## config.mk

```make
export PLATFORM = sky130hd
export DESIGN_NAME = rbs_prep
export DESIGN_NICKNAME = d
export VERILOG_FILES = /design/src/sv/rbs_pkg.sv /design/src/sv/rbs_prep.sv
export SDC_FILE = /design/constraint.sdc
export NUM_CORES = 1
export LEC_CHECK = 0
export BUFFER_PORTS_ARGS = -buffer_cell sky130_fd_sc_hd__buf_2
export CAP_MARGIN = 15
export CORE_AREA = 2 2 460 462
export DETAILED_ROUTE_END_ITERATION = 8
export DIE_AREA = 0 0 462 464
export SETUP_SLACK_MARGIN = 0.15
export SYNTH_ARGS = -nofsm -noshare
export SYNTH_HDL_FRONTEND = slang
export SYNTH_SLANG_ARGS = --single-unit
```

## constraint.sdc

```tcl
create_clock -name clk -period 8.4 [get_ports clk]
set_input_delay 2.1 -clock clk [delete_from_list [all_inputs] [get_ports clk]]
set_output_delay 2.1 -clock clk [all_outputs]
set_load 0.05 [all_outputs]
```

## src/sv/rbs_pkg.sv

```systemverilog
package rbs_pkg;

	localparam int NUM_AXES  = 3;
	localparam int NUM_LANES = 2 * NUM_AXES;
	localparam int Q_BITS    = 32;

	localparam logic [31:0] T_MIN = 32'h8000_0000;
	localparam logic [31:0] T_MAX = 32'h7FFF_FFFF;

	typedef enum logic [2:0] {
		REG_BOX_MIN_X = 3'd0,
		REG_BOX_MIN_Y = 3'd1,
		REG_BOX_MIN_Z = 3'd2,
		REG_BOX_MAX_X = 3'd3,
		REG_BOX_MAX_Y = 3'd4,
		REG_BOX_MAX_Z = 3'd5
	} rbs_reg_t;

	// One slab plane in flight through the divider.
	typedef struct packed {
		logic [31:0] r;
		logic [31:0] nlo;
		logic [31:0] q;
		logic [31:0] d;
		logic        neg;
		logic        ovf;
	} rbs_lane_t;

	typedef struct packed {
		logic [NUM_AXES-1:0] dzero;
		logic [NUM_AXES-1:0] in_slab;
	} rbs_side_t;

	function automatic rbs_lane_t rbs_step(rbs_lane_t x);
		logic [32:0] rr;
		logic        ge;
		rbs_lane_t   y;
		rr     = {x.r, x.nlo[31]};
		ge     = rr >= {1'b0, x.d};
		y      = x;
		y.r    = ge ? 32'(rr - {1'b0, x.d}) : rr[31:0];
		y.nlo  = {x.nlo[30:0], 1'b0};
		y.q    = {x.q[30:0], ge};
		return y;
	endfunction

endpackage

```

## src/sv/rbs_prep.sv

```systemverilog
module rbs_prep #(
	parameter int FRAC_BITS = 16
) (
	input  logic clk,
	input  logic arst_n,
	input  logic in_valid,
	output logic in_ready,
	input  logic [31:0] org [rbs_pkg::NUM_AXES],
	input  logic [31:0] dir [rbs_pkg::NUM_AXES],
	input  logic [31:0] bmin [rbs_pkg::NUM_AXES],
	input  logic [31:0] bmax [rbs_pkg::NUM_AXES],
	output logic out_valid,
	input  logic out_ready,
	output rbs_pkg::rbs_lane_t [rbs_pkg::NUM_LANES-1:0] lanes,
	output rbs_pkg::rbs_side_t side
);
	import rbs_pkg::*;

	localparam int NW = 33 + FRAC_BITS;

	rbs_lane_t [NUM_LANES-1:0] lane_c;
	rbs_side_t                 side_c;
	rbs_lane_t [NUM_LANES-1:0] lane_s1;
	rbs_side_t                 side_s1;
	logic                      vld_s1;

	always_comb begin
		logic [32:0]   diff;
		logic [32:0]   mag;
		logic [NW-1:0] num;
		logic [31:0]   bnd;
		for (int l = 0; l < NUM_LANES; l++) begin
			bnd  = (l % 2 == 0) ? bmin[l/2] : bmax[l/2];
			diff = {bnd[31], bnd} - {org[l/2][31], org[l/2]};
			mag  = diff[32] ? 33'(-diff) : diff;
			num  = {mag, {FRAC_BITS{1'b0}}};
			lane_c[l].r   = 32'(num[NW-1:32]);
			lane_c[l].nlo = num[31:0];
			lane_c[l].q   = '0;
			lane_c[l].d   = dir[l/2][31] ? 32'(-dir[l/2]) : dir[l/2];
			lane_c[l].neg = diff[32] ^ dir[l/2][31];
			lane_c[l].ovf = 1'b0;
		end
		for (int a = 0; a < NUM_AXES; a++) begin
			side_c.dzero[a]   = dir[a] == '0;
			side_c.in_slab[a] = ($signed(bmin[a]) <= $signed(org[a]))
				&& ($signed(org[a]) <= $signed(bmax[a]));
		end
	end

	assign in_ready = !vld_s1 || out_ready;

	always_ff @(posedge clk or negedge arst_n) begin
		if (!arst_n) begin
			vld_s1 <= 1'b0;
		end else if (in_ready) begin
			vld_s1 <= in_valid;
		end
	end

	always_ff @(posedge clk) begin
		if (in_ready && in_valid) begin
			lane_s1 <= lane_c;
			side_s1 <= side_c;
		end
	end

	assign out_valid = vld_s1;
	assign lanes     = lane_s1;
	assign side      = side_s1;

endmodule

```

==> After elaboration in Yosys (flattened, before gate mapping) <==
Index checks and enable logic that the tools add are counted.
{ "op_classes": {"bitwise_logic": 6, "addsub": 15, "n_reduce_logical": 9, "magnitude_cmp": 6, "n_mul": 0, "n_shift": 0, "div_mod_pow": 0, "eq_ne": 0, "muxes": 9} }
{ "ops": {"columns": ["cell", "count"], "rows": [
  ["negator 33 bit", 6],
  ["subtractor 32 x 32 -> 33 bit", 6],
  ["<= comparator 32 bit", 6],
  ["2-to-1 mux 32 bit", 6],
  ["zero test 32 bit", 3],
  ["negator 32 bit", 3],
  ["2-to-1 mux 31 bit", 3],
  ["XOR 1 bit", 6],
  ["logical AND 1 bit", 4],
  ["zero test 1 bit", 1],
  ["logical OR 1 bit", 1]
]} }
{ "totals": {"ram_bits": 0, "reg_bits": 307, "romBits": 0, "inputBits": 388, "mem_count": 0, "wordCells": 78, "latch_bits": 0} }

==> Depth between registers and ports, before layout <==
Gate-level depths: netlist (run 1).
{ "depth": {"depth_word": 3, "depth_mapped": 14, "depth_no_buf": 13} }

==> Worst setup path after synthesis (run 1) <==
Ideal clock, no wire load.
{ "synth_timing": {"kind": "input port to flip-flop", "start": "input port out_ready", "end": "register lane_s1 (netlist bit lanes[100]) (enable)", "cell_stages": 2, "t_arrival_ns": 9.554, "setup_ns": 0.705, "setup_slack_ns": -1.859, "path_cell_list": "nand2b_1 -> and2_1"} }
{ "synth_via": {"elab_chain_len": 2} }
{ "synth_lines": {"columns": ["item", "line", "source"], "rows": [
  ["start: declaration", "rbs_prep.sv:13", "input logic out_ready,"],
  ["logical OR 1 bit", "rbs_prep.sv:51", "assign in_ready = !vld_s1 || out_ready;"],
  ["logical AND 1 bit", "rbs_prep.sv:62", "if (in_ready && in_valid) begin"],
  ["end signal: assignment", "rbs_prep.sv:63", "lane_s1 <= lane_c;"],
  ["end: declaration", "rbs_prep.sv:23", "rbs_lane_t [NUM_LANES-1:0] lane_s1;"]
]} }
No other way between the ends.
A chain may end at the register's enable or synchronous reset.

==> impl_metrics.toml, run 1 <==
[logic_synthesis]
synth_seq_cells = 307
ys_warn_count = 0
netlist_area_um2 = 31100
synth-edff-count = 306
async_flop_share_pct = 0.326
syn_area_per_cell_um2 = 8.66
syn_inst = 3596
seq_area_frac_synth_pct = 29.6
yosysUniqueCellTypes = 99
synth_flop_cell = "edfxtp_1"

[sta]
fin_tns_setup_ps = 0
worst_slew_pin_slew_ps = 1280
setup_viol = 0
grt_setup_unrepaired = "false"
fmax_mhz = 166
period_needed_ps = 6040
maxSlewViolCount = 0
maxSlewHeadroom_pct = 12.7
hold_viol = 0
fin_crit_sh_pct = 71.9
skew_ps = 17.8

[grt]
grt_pass1_wl_um = 189000
grt_pass1_vias = 26800
grt_use_total_pct = 12.0
antenna_found_initial = 16
overflow = 0
grt_max_degree = 138

[clocking]
cts_buffer_depth = 3
cts_tree = "done"
cts_resized = 0
cts_hold_buf = 0
clk_pin_slew_ps = 50
cts-root-buf = "clkbuf_16"
cts_made_buffers = 44
post_cts_buffers = 0
htree_levels = 2
clock_latency_ps = 620
cts_num_sinks = 307

[final_layout]
syn2layout_area_growth_pct = 20.5
layout_common_cells = "buf_2, conb_1, edfxtp_1"
nets = 4841
fin_util_pct = 17.9
final_common_cell = "buf_2"
final_layout_size_suffix_gt1_share_pct = 21.5

[floorplanning]
ios = 1176
die_w_um = 462
rows = 168
initial_core_util_pct = 14.9
core_area_um2 = 209000
die-area_um2 = 214000
die_h_um = 464

[hold_path]
worst_hold_startpoint = "out_valid$_DFFE_PN0N_"
holdPathStages = 2
min_to = "out_valid$_DFFE_PN0N_"
hp-class = "reg2reg"

[pwr]
power.density_nw_per_um2 = 198
irDropWorstVdd_uv = 147
leakagePower_nw = 15.4
p_total_mw = 7.44

[critical_path]
r2r_setup_slack_ps = 5410
crit_slowest_cell = "nor4b_1"
path_class = "in2reg"
worstSetupStartpointType = "input pin"
crit_chain = "buf_2 > inv_1 > ha_1 > nor2b_1 > o21ai_0 > nand3b_1 > a2111oi_0 > o21a_1 > nor4b_1 > nand2_1 > nor3_1 > a21oi_1 > xor2_1"
crit_fanout = 4
cp-end-kind = "flop"
max_stage_delay_ps = 860
r2r_start = "out_valid$_DFFE_PN0N_"
worstPathArrival_ps = 6380
timing.rr.end = "lanes[219]$_DFFE_PP_"
worstPathRequired_ps = 8740
ff2ff_path_depth = 3

[routing]
drc_errors = 0
wl_per_cell_um = 19.4
vias = 29600
final_antenna_net_count = 0
vias_per_cell = 4.18
drt_wl_total_um = 138000
drt_iter0_markers = 2749
first_pass_iters = 6

[placed_design]
dp_hpwl_um = 115000
port_buffers = 791
place_congestion = 0.999

[run]
drv_cap = 0

[status]
status = "finished clean"
==> flip-flops by register name, summed over array words and instances, names as in the netlist <==
signal / cells
out_valid: 1
side: 6
lanes: 300
==> metrics by stage <==
stage / hold slack (ps) / cell area [µm²] / setup WS (ps) / instances
finish: 961 / 37500 / 2360 / 7084
global route: 1030 / 37500 / 2200 / 7082
CTS: 1020 / 37500 / 2680 / 7075
detailed placement: 1010 / 36100 / 2000 / 6999
global placement: 998 / 36100 / 2070 / 6999
floorplan: 1170 / 32600 / 1530 / 3979
==> cells by family (layout without fill, tap and decap cells) <==
group | count (synthesis) | count (layout) | synth area share (%)
compound gates | 896 | 896 | 18.5
xor+xnor | 406 | 406 | 11.4
fa+ha+maj | 213 | 213 | 8.70
buf+inv | 771 | 1062 | 15.1
flops | 307 | 307 | 29.6
mux | 9 | 9 | 0.293
other cells | 1 | 393 | 0.0120
simple gates | 993 | 993 | 16.3
==> per-layer routing <==
layer  track usage (%)  vias to the layer above  wire length, µm
met4              5.25                        4             5880
met3              2.08                      186            11200
li1                  -                    13500                -
met5                 0                        -               34
met1              15.5                    14300            58300
met2              19.4                     1668            62300
==> worst max path at each step <==
stage | from | to | slack, ps | cells after the start
6_report | org[65] | lanes[243]$_DFFE_PP_ | 2360 | 13
5_1_grt | org[65] | lanes[240]$_DFFE_PP_ | 2200 | 13
4_1_cts | org[65] | lanes[240]$_DFFE_PP_ | 2680 | 12
3_5_place_dp | org[65] | lanes[240]$_DFFE_PP_ | 2000 | 12
3_3_place_gp | bmin[64] | lanes[112]$_DFFE_PP_ | 2070 | 12
2_1_floorplan | out_ready | lanes[100]$_DFFE_PP_ | 1530 | 2
==> cells in the mapped netlist (9+ instances only) <==
cell type | count | area [µm²]
o21ai_1 | 9 | 45.0
o31ai_1 | 42 | 315
nor2b_1 | 30 | 188
xor2_1 | 121 | 1060
o21a_1 | 39 | 293
o21bai_1 | 19 | 143
or4_1 | 21 | 158
nand2_1 | 271 | 1020
inv_1 | 187 | 702
buf_4 | 480 | 3600
o211ai_1 | 28 | 210
and2_1 | 26 | 163
a2111oi_0 | 11 | 96.3
or2_2 | 15 | 93.8
nor4_1 | 37 | 231
nor2_1 | 210 | 788
xnor2_1 | 285 | 2500
a21o_1 | 49 | 368
and3_1 | 24 | 150
nor3_1 | 81 | 405
a41oi_1 | 14 | 123
nand2b_1 | 34 | 213
nand4_1 | 56 | 350
or3_1 | 35 | 219
o21ai_0 | 221 | 1110
edfxtp_1 | 306 | 9190
nand3_1 | 81 | 405
o41ai_1 | 21 | 184
a31oi_1 | 42 | 263
and4_1 | 15 | 131
a211oi_1 | 26 | 195
a211o_1 | 17 | 149
clkbuf_1 | 96 | 360
ha_1 | 207 | 2590
a21oi_1 | 242 | 1210
==> where the power goes <==
group / switching [mW] / internal, mW
combinational: 2.59 / 0.897
sequential: 0.118 / 2.00
clock: 0.782 / 1.05
total: 3.49 / 3.95
==> layout make-up <==
| cell class | instances | area [µm²] |
|---|---|---|
| fillers | 23300 | 172000 |
| clock buffers | 54 | 1140 |
| well taps | 2805 | 3510 |
| flip-flops and latches | 307 | 9210 |
| repair buffers | 799 | 4040 |
| diodes | 9 | 22.5 |
| multi-input cells | 2901 | 18700 |
| inverters | 187 | 702 |
| clock inverters | 22 | 215 |
==> critical path: cells and delay by family <==
family | cells | cell delay (ps)
adders and majority gates | 1 | 310
AOI/OAI and AO/OA | 4 | 1560
buffers and inverters | 2 | 210
xor gates and xnor gates | 1 | 200
and+or+nand+nor | 5 | 1980
No activity file was read; power rests on OpenSTA's default activity.
==> run 2, diff against run 1 <==
- clock period: 8.4 -> 5.2 ns (I/O delays scaled with it)
==> impl_metrics.toml, run 2 (same netlist as run 1, synthesis figures left out) <==
[status]
status = "finished clean"

[sta]
maxSlewHeadroom_pct = 34.1
maxSlewViolCount = 0
grt_setup_unrepaired = "false"
worst_slew_pin_slew_ps = 963
setup_viol = 0
fin_crit_sh_pct = 88.6
skew_ps = 16.0
fmax_mhz = 217
fin_tns_setup_ps = 0
period_needed_ps = 4610
hold_viol = 0

[floorplanning]
initial_core_util_pct = 14.9
die-area_um2 = 214000
die_h_um = 464
ios = 1176
core_area_um2 = 209000
rows = 168
die_w_um = 462

[critical_path]
worstSetupStartpointType = "input pin"
path_class = "in2reg"
ff2ff_path_depth = 3
worstPathArrival_ps = 4930
crit_fanout = 7
worstPathRequired_ps = 5520
cp-end-kind = "flop"
crit_slowest_cell = "nor4b_1"
max_stage_delay_ps = 550
crit_chain = "buf_2 > inv_1 > ha_1 > nor2b_1 > o31a_1 > o21ai_1 > a2111oi_0 > or4_1 > o211ai_1 > nor4b_1 > and4_1 > a31oi_1 > xor2_1"

[final_layout]
final_common_cell = "buf_2"
syn2layout_area_growth_pct = 24.4
largest_reg_flops = 300
nFillCells = 23400
fin_util_pct = 18.5
final_layout_size_suffix_gt1_share_pct = 24.5
nets = 5004
layout_common_cells = "buf_2, conb_1, edfxtp_1"

[grt]
antenna_found_initial = 30
grt_max_degree = 95
grt_pass1_vias = 27100
overflow = 0
grt_use_total_pct = 12.2
grt_pass1_wl_um = 192000

[clocking]
cts_num_sinks = 307
cts_hold_buf = 0
cts_made_buffers = 41
cts_buffer_depth = 3
post_cts_buffers = 0
cts-root-buf = "clkbuf_16"
clk_pin_slew_ps = 60
cts_resized = 0
clock_latency_ps = 610
cts_tree = "done"
htree_levels = 2

[routing]
drt-met1-wl_um = 58700
dr.max_layer_used = "met5"
drt_iter0_markers = 2788
vias_per_cell = 4.16
wl_per_cell_um = 19.3
drc_errors = 0
first_pass_iters = 6
final_antenna_net_count = 0
wl_met3_um = 10900
met2_length_um = 64800
vias = 30200
drt_wl_total_um = 140000

[placed_design]
place_congestion = 0.975
dp_hpwl_um = 120000
port_buffers = 791

[pwr]
leakagePower_nw = 16.2
irDropWorstVdd_uv = 269
power.density_nw_per_um2 = 312

[run]
drv_cap = 0

[hold_path]
hp-class = "in2async"
-- run 2: changes by cell type in the layout (fill, tap and decap cells not counted) --
cell	previous run	this run
clkinv_1	7	5
clkinv_2	3	9
o21ai_0	220	221
o21ai_1	10	9
inv_6	3	2
clkbuf_16	44	43
nor4_1	37	36
buf_12	2	6
nor4_2	1	2
bufinv_16	3	1
clkinv_4	3	2
buf_4	6	168
diode_2	9	11
clkinv_8	1	0
-- run 2: path summary, 6_finish.rpt --
path                       slack, ps             startpoint                     to
hold reg to reg                  790  out_valid$_DFFE_PN0N_  out_valid$_DFFE_PN0N_
setup / recovery                 590                org[33]   lanes[502]$_DFFE_PP_
setup reg to reg                2860  out_valid$_DFFE_PN0N_   lanes[237]$_DFFE_PP_
min in group clk                 790  out_valid$_DFFE_PN0N_  out_valid$_DFFE_PN0N_
max in group asynchronous       4660                 arst_n  out_valid$_DFFE_PN0N_
hold / removal                   450                 arst_n  out_valid$_DFFE_PN0N_
-- run 2: power breakdown --
part / switching (mW) / internal (mW) / leakage, nW
logic: 4.25 / 1.65 / 12.7
clock network: 1.22 / 1.56 / 0.617
registers: 0.186 / 3.23 / 2.93
total: 5.66 / 6.44 / 16.2
-- run 2: critical path: cells and delay by family --
family	cells	cell delay, ps
simple gates	4	1590
compound gates	5	1340
xor+xnor	1	170
buf+inv	2	220
fa+ha+maj	1	300
-- run 2: cell type report --
type,instances,area [µm²],share of cell area [%]
Tap cell,2805,3510,9.06
Clock buffer,53,1110,2.88
Antenna cell,11,27.5,0.0711
Clock inverter,21,144,0.372
Multi-Input combinational cell,2901,18700,48.2
Inverter,187,702,1.81
Timing Repair Buffer,965,5340,13.8
Sequential cell,307,9210,23.8
-- run 2: routing by layer --
metal  vias to the layer above  GRT usage (%)
li1                      13800              -
met1                     14500           15.6
met2                      1636           20.2
met3                       196           2.02
met4                         2           5.23
met5                         -              0
-- run 2: stage by stage --
step / setup WS (ps) / hold slack [ps] / power (mW) / instance area, µm² / std cells
after floorplan: 643 / 1000 / 7.79 / 32600 / 3979
after global placement: 108 / 810 / 9.31 / 37400 / 7165
after detailed placement: 48.9 / 815 / 9.31 / 37400 / 7165
after CTS: 716 / 387 / 12.2 / 38700 / 7239
after global routing: 305 / 412 / 12.7 / 38700 / 7248
final: 591 / 455 / 12.1 / 38700 / 7250
