$ cat src/sv/rbs_pkg.sv
package rbs_pkg;

	localparam int NUM_AXES  = 3;
	localparam int NUM_LANES = 2 * NUM_AXES;
	localparam int Q_BITS    = 32;

	localparam logic [31:0] T_MIN = 32'h8000_0000;
	localparam logic [31:0] T_MAX = 32'h7FFF_FFFF;

	typedef enum logic [2:0] {
		REG_BOX_MIN_X = 3'd0,
		REG_BOX_MIN_Y = 3'd1,
		REG_BOX_MIN_Z = 3'd2,
		REG_BOX_MAX_X = 3'd3,
		REG_BOX_MAX_Y = 3'd4,
		REG_BOX_MAX_Z = 3'd5
	} rbs_reg_t;

	// One slab plane in flight through the divider.
	typedef struct packed {
		logic [31:0] r;
		logic [31:0] nlo;
		logic [31:0] q;
		logic [31:0] d;
		logic        neg;
		logic        ovf;
	} rbs_lane_t;

	typedef struct packed {
		logic [NUM_AXES-1:0] dzero;
		logic [NUM_AXES-1:0] in_slab;
	} rbs_side_t;

	function automatic rbs_lane_t rbs_step(rbs_lane_t x);
		logic [32:0] rr;
		logic        ge;
		rbs_lane_t   y;
		rr     = {x.r, x.nlo[31]};
		ge     = rr >= {1'b0, x.d};
		y      = x;
		y.r    = ge ? 32'(rr - {1'b0, x.d}) : rr[31:0];
		y.nlo  = {x.nlo[30:0], 1'b0};
		y.q    = {x.q[30:0], ge};
		return y;
	endfunction

endpackage

$ cat src/sv/rbs_reduce.sv
module rbs_reduce (
	input  logic clk,
	input  logic arst_n,
	input  logic in_valid,
	output logic in_ready,
	input  rbs_pkg::rbs_lane_t [rbs_pkg::NUM_LANES-1:0] in_lanes,
	input  rbs_pkg::rbs_side_t in_side,
	output logic out_valid,
	input  logic out_ready,
	output logic hit,
	output logic [31:0] t_near,
	output logic [31:0] t_far
);
	import rbs_pkg::*;

	localparam int NS = 4;

	logic [31:0]         t_s1 [NUM_LANES];
	rbs_side_t           side_s1;
	logic [31:0]         lo_s2 [NUM_AXES];
	logic [31:0]         up_s2 [NUM_AXES];
	logic                miss_s2;
	logic [31:0]         tn_s3;
	logic [31:0]         tf_s3;
	logic                miss_s3;
	logic                hit_s4;
	logic [31:0]         tn_s4;
	logic [31:0]         tf_s4;
	logic [NS-1:0]       vld_s;
	logic [NS:0]         rdy;

	logic [31:0]         t_c [NUM_LANES];
	logic [31:0]         lo_c [NUM_AXES];
	logic [31:0]         up_c [NUM_AXES];
	logic [NUM_AXES-1:0] miss_c;
	logic [31:0]         tn_c;
	logic [31:0]         tf_c;

	always_comb begin
		for (int l = 0; l < NUM_LANES; l++) begin
			if (in_lanes[l].neg) begin
				t_c[l] = (in_lanes[l].ovf || in_lanes[l].q[31]) ? T_MIN
					: 32'(-in_lanes[l].q);
			end else begin
				t_c[l] = (in_lanes[l].ovf || in_lanes[l].q[31]) ? T_MAX
					: in_lanes[l].q;
			end
		end
		for (int a = 0; a < NUM_AXES; a++) begin
			if (side_s1.dzero[a]) begin
				lo_c[a]   = T_MIN;
				up_c[a]   = T_MAX;
				miss_c[a] = !side_s1.in_slab[a];
			end else if ($signed(t_s1[2*a]) < $signed(t_s1[2*a+1])) begin
				lo_c[a]   = t_s1[2*a];
				up_c[a]   = t_s1[2*a+1];
				miss_c[a] = 1'b0;
			end else begin
				lo_c[a]   = t_s1[2*a+1];
				up_c[a]   = t_s1[2*a];
				miss_c[a] = 1'b0;
			end
		end
		tn_c = lo_s2[0];
		tf_c = up_s2[0];
		for (int a = 1; a < NUM_AXES; a++) begin
			if ($signed(lo_s2[a]) > $signed(tn_c)) tn_c = lo_s2[a];
			if ($signed(up_s2[a]) < $signed(tf_c)) tf_c = up_s2[a];
		end
	end

	always_comb begin
		rdy[NS] = out_ready;
		for (int k = NS - 1; k >= 0; k--) begin
			rdy[k] = !vld_s[k] || rdy[k+1];
		end
	end

	assign in_ready = rdy[0];

	always_ff @(posedge clk or negedge arst_n) begin
		if (!arst_n) begin
			vld_s <= '0;
		end else begin
			if (rdy[0]) begin
				vld_s[0] <= in_valid;
			end
			for (int k = 1; k < NS; k++) begin
				if (rdy[k]) begin
					vld_s[k] <= vld_s[k-1];
				end
			end
		end
	end

	always_ff @(posedge clk) begin
		if (rdy[0] && in_valid) begin
			t_s1    <= t_c;
			side_s1 <= in_side;
		end
		if (rdy[1] && vld_s[0]) begin
			lo_s2   <= lo_c;
			up_s2   <= up_c;
			miss_s2 <= |miss_c;
		end
		if (rdy[2] && vld_s[1]) begin
			tn_s3   <= tn_c;
			tf_s3   <= tf_c;
			miss_s3 <= miss_s2;
		end
		if (rdy[3] && vld_s[2]) begin
			hit_s4 <= !miss_s3 && ($signed(tf_s3) >= $signed(tn_s3));
			tn_s4  <= miss_s3 ? '0 : tn_s3;
			tf_s4  <= miss_s3 ? '0 : tf_s3;
		end
	end

	assign out_valid = vld_s[NS-1];
	assign hit       = hit_s4;
	assign t_near    = tn_s4;
	assign t_far     = tf_s4;

endmodule

$ cat config.mk
export PLATFORM = sky130hd
export DESIGN_NAME = rbs_reduce
export DESIGN_NICKNAME = d
export VERILOG_FILES = /design/src/sv/rbs_pkg.sv /design/src/sv/rbs_reduce.sv
export SDC_FILE = /design/constraint.sdc
export NUM_CORES = 1
export LEC_CHECK = 0
export ABC_AREA = 1
export BUFFER_PORTS_ARGS = -buffer_cell sky130_fd_sc_hd__buf_4
export CAP_MARGIN = 10
export CELL_PAD_IN_SITES_DETAIL_PLACEMENT = 0
export CELL_PAD_IN_SITES_GLOBAL_PLACEMENT = 2
export CORE_AREA = 2 2 334 336
export DETAILED_ROUTE_END_ITERATION = 8
export DIE_AREA = 0 0 336 338
export PLACE_DENSITY = 0.85
export SLEW_MARGIN = 20
export SYNTH_ARGS = -nofsm -noshare
export SYNTH_HDL_FRONTEND = slang
export SYNTH_SLANG_ARGS = --single-unit
$ cat constraint.sdc
create_clock -name clk -period 23.1 [get_ports clk]
set_clock_uncertainty 0.05 [all_clocks]
set_input_delay 3.465 -clock clk [delete_from_list [all_inputs] [get_ports clk]]
set_output_delay 3.465 -clock clk [all_outputs]
set_load 0.005 [all_outputs]
== Yosys cells after proc, flatten, opt, wreduce, memory -nomap -nowiden ==
Index checks and enable logic that the tools add are counted.
Storage, ports and cells
  flip-flop bits (word level): 525
  input port bits: 790
  output and inout bits: 67
  word-level logic and storage cells: 94
Cells by class
  $add $sub $neg: 6
  $lt $le $gt $ge: 8
  multiplexer cells: 31
  reduce and logical (&&, ||, !) cells: 24
Operators with widths (count)
  $mux W32: 28
  $neg A32 Y32: 6
  $lt A32 B32 Y1: 5
  $gt A32 B32 Y1: 2
  $ge A32 B32 Y1: 1
  $logic_or A1 B1 Y1: 10
  $logic_not A1 Y1: 8
  $logic_and A1 B1 Y1: 5
  $mux W1: 3
  $reduce_or A3 Y1: 1

== Longest topological paths before layout ==
Gate-level depths: netlist of the first run.
  depth in word-level cells: 6
  mapped depth: 32
  gate-level depth less buffers: 30

== Worst setup path after synthesis of the first run ==
No wires, ideal clock.
  path type: in2reg
  start point: input port out_ready
  end point: register side_s1[0] (netlist name) (enable)
  setup time: 0.764 ns
  arrival: 12.111 ns
  data required time: 22.286 ns
  slack: 10.175 ns
  stages: 8
  path buffers: 0
  cell sequence: nor2_1 -> inv_1 -> nor2_1 -> inv_1 -> nor2_1 -> inv_1 -> nor2_1 -> nor2_1
On the way
  word-level cells in the longest chain between the ends: 5
Ends and longest elaborated chain
  start: declaration: RTL line rbs_reduce.sv:9  | input logic out_ready,
  $logic_or A1 B1 Y1 (4 in a row): RTL line rbs_reduce.sv:75  | rdy[k] = !vld_s[k] || rdy[k+1];
  $logic_and A1 B1 Y1: RTL line rbs_reduce.sv:97  | if (rdy[0] && in_valid) begin
  end signal: assignment: RTL line rbs_reduce.sv:99  | side_s1 <= in_side;
  end: declaration: RTL line rbs_reduce.sv:19  | rbs_side_t side_s1;
No other way between the ends.
A chain may end at the register's enable or synchronous reset.

== Final worst setup path of the first run ==
  start point: input port out_ready
  end point: output port in_ready
On the way
  word-level cells in the longest chain between the ends: 4
Ends and longest elaborated chain
  $logic_or A1 B1 Y1 (4 in a row): RTL line rbs_reduce.sv:75
  end: declaration: RTL line rbs_reduce.sv:5  | output logic in_ready,
No other way between the ends.

==> results, run 1 <==
- The run finished with clean final reports.
- From bottom edge to top edge, the die measures 338 um.
- After global routing the overflow that remains totals 0.
- The length in cells of the worst reg-to-reg path is 20.
- Measured along the x axis, the die boundary spans 336 um.
- The portion of the clock cycle consumed by the worst path in the final layout is 0.3519.
- The core region is 110100 um2.
- The worst-margin pin slew is 1195 ps.
- Setup repair after global routing left no endpoint under its margin.
- The final RePlAce weighted congestion is 0.8938.
- The path with the worst hold slack has its endpoint at vld_s[2]$_DFFE_PN0P_.
- The TritonCTS buffer count is 57.
- On the critical path, the stage with the largest delay is an instance of sky130_fd_sc_hd__nor2_1.
- The first TritonRoute pass finished after 5 iterations.
- Detailed routing inserted a total of 24750 vias.
- The total detailed-routing wirelength is 105.6 mm.
- The post-route worst hold slack is 429.0 ps.
- Timing would allow up to 0.1230 GHz.
- For this run, the register share of the synthesized area comes to 0.4913.
- The number of gates resized after CTS was 0.
- The async set-reset flop share out of synthesis is 0.007619.
- The maximum buffer depth of the clock tree is 3.
- The number of register bits inferred by synthesis is 525.
- The number of setup buffers added after CTS is 0.
- TritonCTS built the clock tree.
- The most used flip-flop cell after synthesis is sky130_fd_sc_hd__edfxtp_1.
- The final-stage net count is 4732.
- Synthesis produced 3449 cells.
- Setup slack closes at 14970 ps.
- Leaving out fill and tap cells, the most frequent cells in the layout are 521 x sky130_fd_sc_hd__edfxtp_1, 506 x sky130_fd_sc_hd__nand2_1, 500 x sky130_fd_sc_hd__nor2_1.
- The final critical path time including I/O delays and setup is 8128 ps.
- The endpoint identified for the worst register-to-register timing path is tn_s3[24]$_DFFE_PP_.
- The post-route setup TNS is 0 ps.
- The number of distinct standard cells referenced by the synthesized netlist is 49.
- The max-slew headroom at the worst pin is 0.1948.
- The final routed wire length divided by cell count is 20.23 um.
- The element type at the critical path end is an output port.
- The largest net degree at the start of global routing is 125.
- The startpoint identified for the worst register-to-register timing path is lo_s2[95]$_SDFFCE_PP1P_.
- The row count is 122.
- The leakage power of the design is 15.78 nW.
- The total power density per cell area is 91.17 nW/um2.
- After synthesis the cells add up to 32050 um2.
- In this run the register-to-register setup slack is 16570 ps.
- The level count of the clock H-tree is 2.
- The detailed router finished its first iteration with 1935 violations.
- 857 I/O pins were placed.
- The layout-stage area growth over the synthesis result is 17.07%.
- The initial utilization of the core area, before any placement, comes to 0.2912.
- The die area is 113600 um2.
- Across the run, the number of max-cap violations was 0.
- After detailed routing, the number of remaining DRC violations is 0.
- Clock-pin slew was measured on the worst setup and hold paths at 60 ps.
- The number of clock sinks is 525.
- Setup violations remaining at the end of the flow were counted as 0.
- The wire length of the first global-routing pass is 152.2 mm.
- Using the TritonRoute via totals, the vias-per-cell ratio works out to 4.740.
- The delay of the slowest cell on the worst path is 220 ps.
- The via count of the first global-routing pass was 23770.
- In the global route stage, overall resource usage came out at 0.1825.
- The path class of the tightest hold or removal check is flop to flop.
- The later-pin clock latency in the skew report is 640 ps.
- The most common library cell in the layout ignoring fill and taps is sky130_fd_sc_hd__edfxtp_1.
- When the netlist entered floorplanning its net count stood at 4496.
- After filler insertion, the fill cell instance count of the layout stands at 11350.
- The number of cells on the worst hold path is 2.
- At the worst endpoint, the required time is 19590 ps.
- The data arrival time at the worst-slack endpoint is 4610 ps.
- The number of synthesis warnings is 0.
- The peak supply drop is 64.06 uV.
- The pre-CTS setup slack is 14970 ps.
- Walking the worst path, the cells encountered are buf_4, nor2_1, inv_1, nor2_1, inv_1, nor2_1, inv_1, nor2_1, inv_1, buf_4.
- The startpoint of the most critical hold path is vld_s[1]$_DFFE_PN0P_.
- In this run the worst path has a maximum fanout of 3.
- CTS placed an instance of sky130_fd_sc_hd__clkbuf_16 at the clock tree root.
- The number of max-slew violations in the final report is 0.
- In the final layout, the share of cells above drive strength 1 is 0.1225.
- The number of buffer cells added on primary ports is 280.
- Counting flops with a built-in enable in the synthesized netlist gives 521.
- The detail route stage leaves a number of antenna-violating nets equal to 0.
- STA classifies the critical path startpoint as an input port.
- By startpoint and endpoint, the worst setup path is classified as input port to output port.
- The number of hold buffers added after CTS was 0.
- After synthesis, the mean cell area works out to 9.292 um2.
- The initial antenna violation count is 23.
- The final count of hold timing violations is 0.
- The wire-length estimate of the detail-placed layout is 86.07 mm.
## worst max-delay path by stage
stage	from	end	slack (ps)
2_1_floorplan	out_ready	side_s1[0]$_DFFE_PP_	10170
3_3_place_gp	out_ready	in_ready	14960
3_5_place_dp	out_ready	in_ready	14970
4_1_cts	out_ready	in_ready	14960
5_1_grt	out_ready	in_ready	14850
6_report	out_ready	in_ready	14970
## power breakdown
| part | switching (mW) | internal, mW | total (mW) | leakage [nW] |
|---|---|---|---|---|
| clock network | 0.396 | 0.521 | 0.917 | 0.904 |
| logic | 0.739 | 0.358 | 1.10 | 9.80 |
| registers | 0.118 | 1.29 | 1.41 | 5.08 |
## registers in the layout (all words and copies together) (netlist names), 4 cells and up
signal / count
t_s1: 192
t_near: 32
side_s1: 6
up_s2: 96
tf_s3: 32
lo_s2: 96
tn_s3: 32
vld_s: 4
t_far: 32
## layer usage
| metal | wire length [um] | GRT usage | vias to the layer above |
|---|---|---|---|
| met4 | 2788 | 0.04895 | 12 |
| met3 | 6288 | 0.03707 | 136 |
| li1 | - | - | 12370 |
| met1 | 46750 | 0.2404 | 11640 |
| met2 | 49740 | 0.3045 | 596 |
| met5 | 70 | 0 | - |
## Yosys cell counts (all sizes together) (59+ instances only)
library cell,count,share of area
edfxtp,521,0.49
a21oi,133,0.021
xnor2,59,0.016
o21ai,187,0.029
xor2,116,0.032
o211ai,101,0.024
clkbuf,72,0.0084
nand2,514,0.061
nand3,131,0.023
inv,464,0.054
nor2,517,0.063
ha,257,0.10
a211oi,108,0.025
## kinds of logic after synthesis
| family | after synthesis | share of synthesized area |
|---|---|---|
| flops | 525 | 0.4913 |
| simple gates | 1299 | 0.1721 |
| compound gates | 602 | 0.1160 |
| fa+ha+maj | 257 | 0.1003 |
| buf+inv | 591 | 0.07246 |
| xor+xnor | 175 | 0.04783 |
## worst max-delay path: cells and delay by family
kind / cells / cell delay (ps)
simple gates: 4 / 590
buf+inv: 6 / 560
## area by class of cell
cell class | count | area (um2) | area share
multi-input combinational | 2333 | 13990 | 0.3730
antenna | 4 | 10.01 | 0.0002668
clock inverter | 38 | 399.1 | 0.01064
inverter | 468 | 1762 | 0.04696
tap | 1488 | 1862 | 0.04962
timing repair buffer | 300 | 2263 | 0.06033
clock buffer | 66 | 1481 | 0.03949
sequential | 525 | 15750 | 0.4197
## metrics by stage
step                        util  cell area (um2)  power, mW  std cells
after floorplan                -            32050      2.097       3449
after global placement    0.3235            35610      2.508       5113
after detailed placement  0.3235            35610      2.525       5113
after CTS                 0.3406            37490      3.448       5217
after global routing      0.3408            37510      3.639       5219
final                     0.3409            37520      3.420       5222
Note: power is estimated with default switching activity, not from simulation.
==> run 2: changes to the inputs <==
--- a/config.mk
+++ b/config.mk
@@ -5,15 +5,15 @@
 export SDC_FILE = /design/constraint.sdc
 export NUM_CORES = 1
 export LEC_CHECK = 0
-export ABC_AREA = 1
+export ABC_AREA = 0
 export BUFFER_PORTS_ARGS = -buffer_cell sky130_fd_sc_hd__buf_4
 export CAP_MARGIN = 10
 export CELL_PAD_IN_SITES_DETAIL_PLACEMENT = 0
 export CELL_PAD_IN_SITES_GLOBAL_PLACEMENT = 2
-export CORE_AREA = 2 2 334 336
+export CORE_MARGIN = 2
+export CORE_UTILIZATION = 30
 export DETAILED_ROUTE_END_ITERATION = 8
-export DIE_AREA = 0 0 336 338
-export PLACE_DENSITY = 0.85
+export PLACE_DENSITY = 0.87
 export SLEW_MARGIN = 20
 export SYNTH_ARGS = -nofsm -noshare
 export SYNTH_HDL_FRONTEND = slang
==> constraint.sdc (replaced) <==
create_clock -name clk -period 7.14 [get_ports clk]
set_clock_uncertainty 0.05 [all_clocks]
set_input_delay 1.071 -clock clk [delete_from_list [all_inputs] [get_ports clk]]
set_output_delay 1.071 -clock clk [all_outputs]
set_load 0.005 [all_outputs]
==> results, run 2 <==
- The run finished with clean final reports.
- Ranked by total cell area, the synthesized netlist is headed by sky130_fd_sc_hd__edfxtp_1 49%, sky130_fd_sc_hd__ha_1 10%, sky130_fd_sc_hd__mux2i_1 10%.
- The simple-gate portion of the synthesized area is 0.1302 (-0.04184).
- The overall track demand over capacity in global routing is 0.1753 (-0.007206).
- The leakage power of the design was 16.41 nW (+4.0%).
- The maximum buffer depth of the clock tree is 3 (unchanged).
- Of the available clock period, the critical path in the final layout requires 0.9534.
- The async set-reset flop share out of synthesis is 0.007619 (unchanged).
- The number of instances in the synthesized netlist was 2945 (-15%).
- The HPWL reported at the end of detailed placement is 80.16 mm (-6.9%).
- The number of flip-flops under the largest register name is 192 (unchanged).
- The count of pins on the block boundary is 857 (unchanged).
- The post-route setup TNS was 0 ps (unchanged).
- The area fraction in compound gates after synthesis is 0.08646 (-0.02954).
- The max-slew headroom at the worst pin is 0.2754 (+0.08053).
- The total internal power is 6.895 mW (+220%).
- The worst-case register-to-register setup slack was 330 ps (-16240 ps).
- The sequential area share after synthesis is 0.4948 (+0.003458).
- STA classifies the critical path startpoint as a flop.
- The final number of setup-violating endpoints came to 0 (unchanged).
- The number of distinct standard cells referenced by the synthesized netlist is 59 (+20%).
- By area, the combinational part of the netlist is dominated by simple AND/OR/NAND/NOR gates.
- The buffer count from post-CTS setup fixing is 0 (unchanged).
- The number of clock sinks is 525 (unchanged).
- The initial antenna violation count is 33 (+43%).
- The later-pin clock latency in the skew report is 630 ps (about the same).
- The area share of the largest cell type after synthesis is 0.4916 (+0.003436).
- The die width is 329.7 um (-1.9%).
- In the layout the commonest cells are 521 x sky130_fd_sc_hd__edfxtp_1, 378 x sky130_fd_sc_hd__nor2_1, 320 x sky130_fd_sc_hd__mux2i_1.
- The largest registers in the layout are t_s1 (192), lo_s2 (96), up_s2 (96).
- The hold buffer count at CTS was 0 (unchanged).
- The fraction of power consumed by combinational cells is 0.272 (-0.049).
- The class of the most critical hold timing path is input port to async pin.
- The remaining routing DRC violations is 0 (unchanged).
- The pre-CTS setup slack is 463.1 ps (-14510 ps).
- The setup path with the least slack is of type flop to flop.
- The data arrival time at the worst-slack endpoint is 7230 ps (+2620 ps).
- The number of register bits inferred by synthesis is 525 (unchanged).
- The level count of the clock H-tree came to 2 (unchanged).
- The CTS tree is built.
- The number of gates resized after cts is 0 (unchanged).
- The final non-filler cell area is 37520 um2 (about the same).
- The final-stage net count is 4243 (-10%).
- The register bank with the most flops is t_s1.
- The vertical die dimension was 329.7 um (-2.5%).
- The count of antenna-violating nets left after detailed routing is 0 (unchanged).
- The detailed router's first-iteration violation count came to 1664 (-14%).
- The area after detailed placement is 35550 um2 (-0.15%).
- The die area was 108700 um2 (-4.3%).
- The number of buffer cells added on primary ports is 280 (unchanged).
- Among all cell types in the netlist, the one instantiated most often is sky130_fd_sc_hd__edfxtp_1.
- The share of synthesized cell area in full adder, half adder and majority cells is 0.1010 (+0.0007062).
- The final routed wire length divided by cell count is 20.92 um (+3.4%).
- The mean area per synthesized cell was 10.81 um2 (+16%).
- The clock root buffer master is sky130_fd_sc_hd__clkbuf_16.
- The required time at the worst-slack endpoint came to 7560 ps (-12030 ps).
- The number of nets in the synthesized netlist was 3992 (-11%).
- The effective utilization at floorplan is 0.3023 (+0.01112).
- The floorplan core area is 105300 um2 (-4.4%).
- The row count is 119 (-2.5%).
- The total detailed-routing wirelength was 97.22 mm (-8.0%).
- The share of power burned in registers came to 0.431 (+0.020).
- Setup repair after global routing left no endpoint under its margin.
- Timing would allow up to 0.1469 GHz.
- The number of standard cells in the final layout excluding fillers is 4647 (-11%).
- The detailed-route via count is 22640 (-8.5%).
- The final count of hold timing violations came to 0 (unchanged).
- The total power density per cell area came to 269.7 nW/um2 (+200%).
- The final RePlAce weighted congestion is 0.8954 (+0.18%).
- The commonest cells after synthesis are 521 x sky130_fd_sc_hd__edfxtp_1, 378 x sky130_fd_sc_hd__nor2_1, 321 x sky130_fd_sc_hd__mux2i_1.
- The maximum net fanout on the critical path was 17 (+14).
- The sum of overflow across all layers after global routing is 0 (unchanged).
- The element type at the critical path end is a flop.
- The via count of the first global-routing pass is 21710 (-8.7%).
- Relative to the synthesized area, the layout overhead comes to 17.91%.
- The final critical-path setup slack came to 332.5 ps (-14640 ps).
- Summed over all instances, the cell type with the most area after synthesis is sky130_fd_sc_hd__edfxtp_1.
- The number of synthesis warnings is 0 (unchanged).
- The number of flops mapped to enable cells by yosys was 521 (unchanged).
- The total placed cells including tap cells is 4528 (-11%).
- The TritonCTS buffer count is 56 (-1.8%).
- The switching power is 3.222 mW (+160%).
- The synthesized-area fraction occupied by xor and xnor cells is 0.03771 (-0.01012).
- Leaving out fill and tap cells, the most frequent cell in the layout is sky130_fd_sc_hd__edfxtp_1.
- The worst path in the final design needs a cycle of 6808 ps, including I/O delays and setup.
- The wire length of the first global-routing pass is 140.4 mm (-7.7%).
- The number of max-slew violations in the final report is 0 (unchanged).
- The worst-margin pin slew is 1083 ps (-112.3 ps).
- The max-cap violation count is 0 (unchanged).
- The fraction of synthesized area in multiplexers is 0.1027 (+0.1027).
- The number of detailed-routing iterations run before antenna repair is 5 (unchanged).
- The largest net degree at the start of global routing was 151 (+21%).
- The peak supply drop is 205.6 uV (+220%).
- The switching power as a share of total power is 0.3185 (-0.04800).
- The area of the mapped netlist came to 31820 um2 (-0.70%).
- The via count normalized by instance count came to 4.873 (+2.8%).
- The main flop type after synthesis is sky130_fd_sc_hd__edfxtp_1.
- The clock input transition at the sequential cells of the worst setup and hold paths is 60 ps (about the same).
- The clock network power share is 0.296 (+0.028).
- The ratio of cells with drive above 1 in the final layout is 0.1344 (+0.01192).
==> run 2: cell count changes in the layout (fill, tap and decap cells not counted), moves of 97 or more <==
| cell | change |
|---|---|
| sky130_fd_sc_hd__nand2_1 | -344 |
| sky130_fd_sc_hd__inv_1 | -165 |
| sky130_fd_sc_hd__a211oi_1 | -99 |
| sky130_fd_sc_hd__nand3_1 | -97 |
| sky130_fd_sc_hd__mux2i_1 | +320 |
| sky130_fd_sc_hd__nor2_1 | -122 |
==> run 2: stage by stage <==
| step | power [mW] | util | hold slack (ps) |
|---|---|---|---|
| after floorplan | 6.034 | - | 350.3 |
| after global placement | 7.152 | 0.3377 | 431.8 |
| after detailed placement | 7.186 | 0.3377 | 435.1 |
| after CTS | 10.20 | 0.3559 | 145.0 |
| after global routing | 10.62 | 0.3562 | 158.6 |
| final | 10.12 | 0.3564 | 179.9 |
==> run 2: kinds of logic after synthesis <==
group,count (synthesis)
muxes,326
AOI/OAI and AO/OA,429
and+or+nand+nor,873
xor gates and xnor gates,137
buffers and inverters,398
adders and majority gates,257
DFF,525
==> run 2: worst paths after layout <==
kind,start,cells after the start,endpoint
setup reg to reg,up_s2[38]$_SDFFCE_PP1P_,22,tf_s3[28]$_DFFE_PP_
hold reg to reg,vld_s[1]$_DFFE_PN0P_,1,vld_s[2]$_DFFE_PN0P_
setup / recovery,up_s2[38]$_SDFFCE_PP1P_,22,tf_s3[28]$_DFFE_PP_
max in group asynchronous,arst_n,1,vld_s[0]$_DFFE_PN0N_
min in group clk,vld_s[1]$_DFFE_PN0P_,1,vld_s[2]$_DFFE_PN0P_
hold / removal,arst_n,1,vld_s[1]$_DFFE_PN0P_
==> run 2: per-layer routing <==
metal / vias up / GRT usage / routed length, um
li1: 11150 / - / -
met1: 10850 / 0.2283 / 43050
met2: 516 / 0.2949 / 46640
met3: 107 / 0.04312 / 5651
met4: 28 / 0.03607 / 1695
met5: - / 0 / 175
==> run 2: critical path, stage by stage, from the launching register on <==
cell and delay (ps):
sky130_fd_sc_hd__edfxtp_1 480, sky130_fd_sc_hd__ha_1 340, sky130_fd_sc_hd__o21ai_0 90, sky130_fd_sc_hd__nand2b_1 80
sky130_fd_sc_hd__a21oi_1 90, sky130_fd_sc_hd__o41ai_1 640, sky130_fd_sc_hd__nand3_1 250, sky130_fd_sc_hd__a31oi_4 510
sky130_fd_sc_hd__buf_4 290, sky130_fd_sc_hd__buf_4 340, sky130_fd_sc_hd__mux2i_1 330, sky130_fd_sc_hd__ha_1 230
sky130_fd_sc_hd__o21ai_0 80, sky130_fd_sc_hd__o21ai_0 180, sky130_fd_sc_hd__a41oi_1 170, sky130_fd_sc_hd__o21ai_0 100
sky130_fd_sc_hd__nor4b_1 340, sky130_fd_sc_hd__a21oi_1 110, sky130_fd_sc_hd__mux2i_1 460, sky130_fd_sc_hd__mux2i_4 700
sky130_fd_sc_hd__buf_4 340, sky130_fd_sc_hd__buf_4 210, sky130_fd_sc_hd__mux2i_1 220
==> run 2: layout make-up <==
cell class	instances	area (um2)
inverters	284	1066
fillers	10410	67750
multi-input cells	2022	14680
clock buffers	68	1466
repair buffers	307	2350
clock inverters	37	441.7
well taps	1391	1740
diodes	13	32.53
flip-flops and latches	525	15750
==> run 2: power by group through the flow <==
stage / clock network [mW] / logic [mW] / registers [mW]
floorplan: 0 / 1.79 / 4.24
global placement: 0 / 2.72 / 4.43
detailed placement: 0 / 2.75 / 4.44
CTS: 3.07 / 2.76 / 4.37
global route: 3.18 / 3.06 / 4.39
finish: 3.00 / 2.76 / 4.36
